### config.mk
export PLATFORM = sky130hd
export DESIGN_NAME = qmd_cell
export DESIGN_NICKNAME = d
export VERILOG_FILES = /design/src/hdl/qmd_pkg.sv /design/src/hdl/qmd_cell.sv
export SDC_FILE = /design/constraint.sdc
export NUM_CORES = 1
export LEC_CHECK = 0
export BUFFER_PORTS_ARGS = -buffer_cell sky130_fd_sc_hd__buf_2
export CELL_PAD_IN_SITES_DETAIL_PLACEMENT = 0
export CELL_PAD_IN_SITES_GLOBAL_PLACEMENT = 2
export CORE_MARGIN = 2
export CORE_UTILIZATION = 41
export CTS_BUF_LIST = sky130_fd_sc_hd__clkbuf_16
export DETAILED_ROUTE_END_ITERATION = 16
export PLACE_DENSITY = 0.84
export SLEW_MARGIN = 20
export SYNTH_ARGS = -nofsm -noshare
export SYNTH_HDL_FRONTEND = slang
export SYNTH_SLANG_ARGS = --single-unit
### constraint.sdc
create_clock -name clk -period 14.8 [get_ports clk]
set_input_delay 2.96 -clock clk [delete_from_list [all_inputs] [get_ports clk]]
set_output_delay 2.96 -clock clk [all_outputs]
set_load 0.02 [all_outputs]
### src/hdl/qmd_pkg.sv
// Package for the QPSK minimum-distance demapper.
// Holds widths, register indexes and the data word handed along the cell chain.
// No dependencies.
`default_nettype none

package qmd_pkg;

  localparam int SAMPLE_WIDTH    = 16;
  localparam int BITS_PER_SYMBOL = 2;
  localparam int NUM_POINTS      = 4;
  localparam int RX_W            = 16;
  localparam int LANE_SHIFT      = 16;
  localparam int CFG_W           = 32;
  localparam int CFG_IDX_W       = 8;
  localparam int SQ_W            = 2 * SAMPLE_WIDTH;
  localparam int DIST_W          = SQ_W + 1;

  localparam logic [CFG_IDX_W-1:0] REG_POINT_ZERO  = CFG_IDX_W'(0);
  localparam logic [CFG_IDX_W-1:0] REG_POINT_ONE   = CFG_IDX_W'(1);
  localparam logic [CFG_IDX_W-1:0] REG_POINT_TWO   = CFG_IDX_W'(2);
  localparam logic [CFG_IDX_W-1:0] REG_POINT_THREE = CFG_IDX_W'(3);

  typedef logic signed [SAMPLE_WIDTH-1:0] sample_t;
  typedef logic [SQ_W-1:0]                sq_t;
  typedef logic [DIST_W-1:0]              dist_t;
  typedef logic [BITS_PER_SYMBOL-1:0]     idx_t;
  typedef logic [CFG_W-1:0]               cfg_word_t;

  typedef struct packed {
    sample_t smp_i;
    sample_t smp_q;
    logic    frame_end;
    dist_t   best_dist;
    idx_t    best_idx;
  } cell_data_t;

endpackage

`default_nettype wire

### src/hdl/qmd_cell.sv
// One cell of the demapper chain: squared distance to its point, then compare
// with the running best handed in from the previous cell. Two register stages.
// Depends on qmd_pkg.
`default_nettype none

module qmd_cell (
  input  wire                  clk,
  input  wire                  rst_n,
  input  qmd_pkg::sample_t     point_i,
  input  qmd_pkg::sample_t     point_q,
  input  qmd_pkg::idx_t        cell_idx,
  input  wire                  up_valid,
  output logic                 up_ready,
  input  qmd_pkg::cell_data_t  up_data,
  output logic                 dn_valid,
  input  wire                  dn_ready,
  output qmd_pkg::cell_data_t  dn_data
);

  localparam int SW = qmd_pkg::SAMPLE_WIDTH;

  // stage a: squares
  logic                va_r;
  qmd_pkg::cell_data_t da_r;
  qmd_pkg::sq_t        sqi_r;
  qmd_pkg::sq_t        sqq_r;
  qmd_pkg::sq_t        sqi_nxt;
  qmd_pkg::sq_t        sqq_nxt;

  // stage b: compare
  logic                vb_r;
  qmd_pkg::cell_data_t db_r;
  qmd_pkg::cell_data_t db_nxt;
  qmd_pkg::dist_t      dist_sum;

  logic ready_a;
  logic ready_b;

  logic signed [SW:0] diff_i;
  logic signed [SW:0] diff_q;
  logic [SW-1:0]      abs_i;
  logic [SW-1:0]      abs_q;

  assign ready_b  = !vb_r || dn_ready;
  assign ready_a  = !va_r || ready_b;
  assign up_ready = ready_a;

  always_comb begin
    diff_i  = {up_data.smp_i[SW-1], up_data.smp_i} - {point_i[SW-1], point_i};
    diff_q  = {up_data.smp_q[SW-1], up_data.smp_q} - {point_q[SW-1], point_q};
    abs_i   = diff_i[SW] ? SW'(-diff_i) : diff_i[SW-1:0];
    abs_q   = diff_q[SW] ? SW'(-diff_q) : diff_q[SW-1:0];
    sqi_nxt = qmd_pkg::sq_t'(abs_i) * qmd_pkg::sq_t'(abs_i);
    sqq_nxt = qmd_pkg::sq_t'(abs_q) * qmd_pkg::sq_t'(abs_q);
  end

  always_comb begin
    dist_sum = {1'b0, sqi_r} + {1'b0, sqq_r};
    db_nxt   = da_r;
    if (dist_sum < da_r.best_dist) begin
      db_nxt.best_dist = dist_sum;
      db_nxt.best_idx  = cell_idx;
    end
  end

  always_ff @(posedge clk) begin
    if (!rst_n) begin
      va_r <= 1'b0;
      vb_r <= 1'b0;
    end else begin
      if (ready_a) va_r <= up_valid;
      if (ready_b) vb_r <= va_r;
    end
  end

  always_ff @(posedge clk) begin
    if (ready_a && up_valid) begin
      da_r  <= up_data;
      sqi_r <= sqi_nxt;
      sqq_r <= sqq_nxt;
    end
    if (ready_b && va_r) begin
      db_r <= db_nxt;
    end
  end

  assign dn_valid = vb_r;
  assign dn_data  = db_r;

endmodule

`default_nettype wire

==> summary.txt <==
Run status
  – Status: finished, final reports clean

Placed design
  – Post-Place Cell Area: ~27000 µm²
  – # port buffers: 175
  – HPWL after DPL: 46600 µm
  – Placer Congestion: 0.860
  – Pre-CTS WS: 1770 ps

Clock tree
  – CTS tree: done
  – Worst-path clk slew: around 90 ps
  – Post-CTS Hold Buffers: 0
  – Clock root buffer: clkbuf_16
  – Sink Count: 200
  – H-Tree Depth: 4
  – Postcts setup bufs: 0
  – CTS max path bufs: 2
  – Clk Latency, worst-skew pair: 500 ps
  – CTS Buf Count: 17
  – Post-CTS sizing: 0

Critical path
  – CP arrival: 12840 ps
  – Slowest cell delay on critical path: 770 ps
  – Setup crit end kind: flop
  – Req. time, crit path: 15030 ps
  – Slowest CP cell: xor2_1
  – Critical Path Fanout Max: 11
  – CP Class: in2reg
  – Critical Path Start Type: primary input

Layout
  – Commonest non-fill, non-tap cell in the layout: inv_1
  – Antenna cells: 0
  – Share of post-route cells with drive strength above 1: between 10% and 20%
  – Area growth from synthesis to final layout: 10.0%
  – Nets: 3383
  – Post-layout instance area: around 27000 µm²
  – Most frequent cells in the layout: inv_1, fa_1, ha_1

Drt
  – Via count of the routed design: 17600
  – DRT iter0 DRCs: 904
  – DR WL/cell: 16.4 µm
  – DRT antenna net count: 0
  – DR pass1 iterations: 5
  – Vias/cell: 5.09
  – Routed wire length: 56800 µm
  – # DRC: 0

Floorplanning
  – Die W: 250 µm
  – Die Ht: 250 µm
  – Io pins: 176
  – Num rows: 90
  – Full die area: 62600 µm²
  – Initial Util: 41.3%
  – Placeable Area: 60100 µm²

Logic synthesis
  – Synth cell types: 80
  – Post-synth EDFFs: 198
  – Avg Cell Area, Syn: 9.99 µm²
  – Post-synth ARST share: 0%
  – Post-Syn Nets: 3210
  – Post-synthesis sequential area ratio: 24.1%
  – Synth Instances: between 2000 and 2500
  – Yosys Warn Count: 0
  – FF+latch count, synth: 200
  – Ys flop type: edfxtp_1
  – Area of the mapped netlist: between 20000 and 25000 µm²

Timing
  – RSZ-0062 raised after global routing: no
  – Worst-margin pin slew: roughly 1100 ps
  – Final Hold Viols: 0
  – Setup-failing EPs final: 0
  – Worst Skew: 12.8 ps
  – Fin crit period: 12610 ps
  – Relative slew slack: 27.1%
  – Worst Setup Slack, final: 2190 ps
  – Fin crit share: 85.2%
  – Count of final max-slew check failures: 0
  – FMAX: 0.0793 GHz
  – Post-route setup TNS: 0 ps
  – Hold_ws: 419 ps

GRT
  – Total grt overflow: 0
  – Vias in the first global route: 18300
  – GRT Total Usage: between 10% and 20%
  – Number of antenna violations at the first check in global routing: 1
  – Largest net degree at the start of global routing: 71
  – First-pass GRT wire length: 93500 µm

Min path
  – Worst min-delay path class: reg2reg

Run
  – Maxcap violations: 0
==> worst max-delay path, delay by kind of cell <==
kind,cells,cell delay [ps]
AO/OA/AOI/OAI,11,2860
AND/OR/NAND/NOR,4,960
buffers and inverters,8,990
adder cells (fa/ha/maj),8,3560
multiplexers,1,460
XOR/XNOR,3,1050
==> layer usage <==
metal / vias to the layer above / GRT usage [%] / wire length (µm)
met5: - / 0 / 0
met4: 0 / 5.66 / 1110
met3: 68 / 3.18 / 2950
met2: 371 / 30.0 / 26200
met1: 8755 / 26.6 / 26500
li1: 8380 / - / -
==> state kept, by name, indices dropped and copies added, names as in the netlist <==
| register | cells |
|---|---|
| da_r | 68 |
| va_r | 1 |
| dn_data | 68 |
| sqi_r | 31 |
| dn_valid | 1 |
| sqq_r | 31 |
==> stage by stage <==
| step | std cells | utilization, % |
|---|---|---|
| floorplan | 2486 | - |
| detailed placement | 3422 | 44.4 |
| global route | 3454 | 45.4 |
| CTS | 3454 | 45.4 |
| global placement | 3422 | 44.4 |
| finish | 3454 | 45.4 |
==> logic make-up after synthesis <==
| logic type | share of synthesized area, % |
|---|---|
| adders and majority gates | 41.0 |
| buffers and inverters | 9.13 |
| and+or+nand+nor | 9.72 |
| AOI/OAI and AO/OA | 9.24 |
| DFF | 24.1 |
| xor gates and xnor gates | 5.08 |
| muxes | 1.75 |
==> layout make-up <==
| type | instances | area, µm² |
|---|---|---|
| multi-input combinational | 1686 | 16600 |
| timing repair buffer | 193 | 1010 |
| fill | 5820 | 32800 |
| clock buffer | 17 | 425 |
| inverter | 561 | 2110 |
| tap | 782 | 978 |
| clock inverter | 15 | 218 |
| sequential | 200 | 5990 |
==> worst paths after layout <==
| check | slack [ps] | end | from | cells after the start |
|---|---|---|---|---|
| worst min-delay path | 420 | dn_data[63] | da_r[63] | 0 |
| worst max-delay path | 2190 | sqi_r[31] | point_i[4] | 35 |
| worst max register to register | 7690 | dn_data[18] | sqq_r[3] | 18 |
| worst min register to register | 420 | dn_data[63] | da_r[63] | 0 |
==> synth_stat cells, types with 13 or more instances <==
master,count,area (µm²)
a21o_1,55,413
a21oi_1,93,465
a31oi_1,13,81.3
clkbuf_1,32,120
edfxtp_1,198,5950
fa_1,326,6530
ha_1,292,3650
inv_1,552,2070
mux2_2,36,405
nand2_1,171,642
nand2b_1,15,93.8
nand3_1,21,105
nand4_1,13,81.3
nor2_1,229,860
nor2b_1,15,93.8
nor3_1,29,145
o21a_1,25,188
o21ai_0,54,270
xnor2_1,87,762
xor2_1,47,412
Power is not shown: default switching activity piles up to over one toggle a cycle in this logic, so the estimate is an artifact.
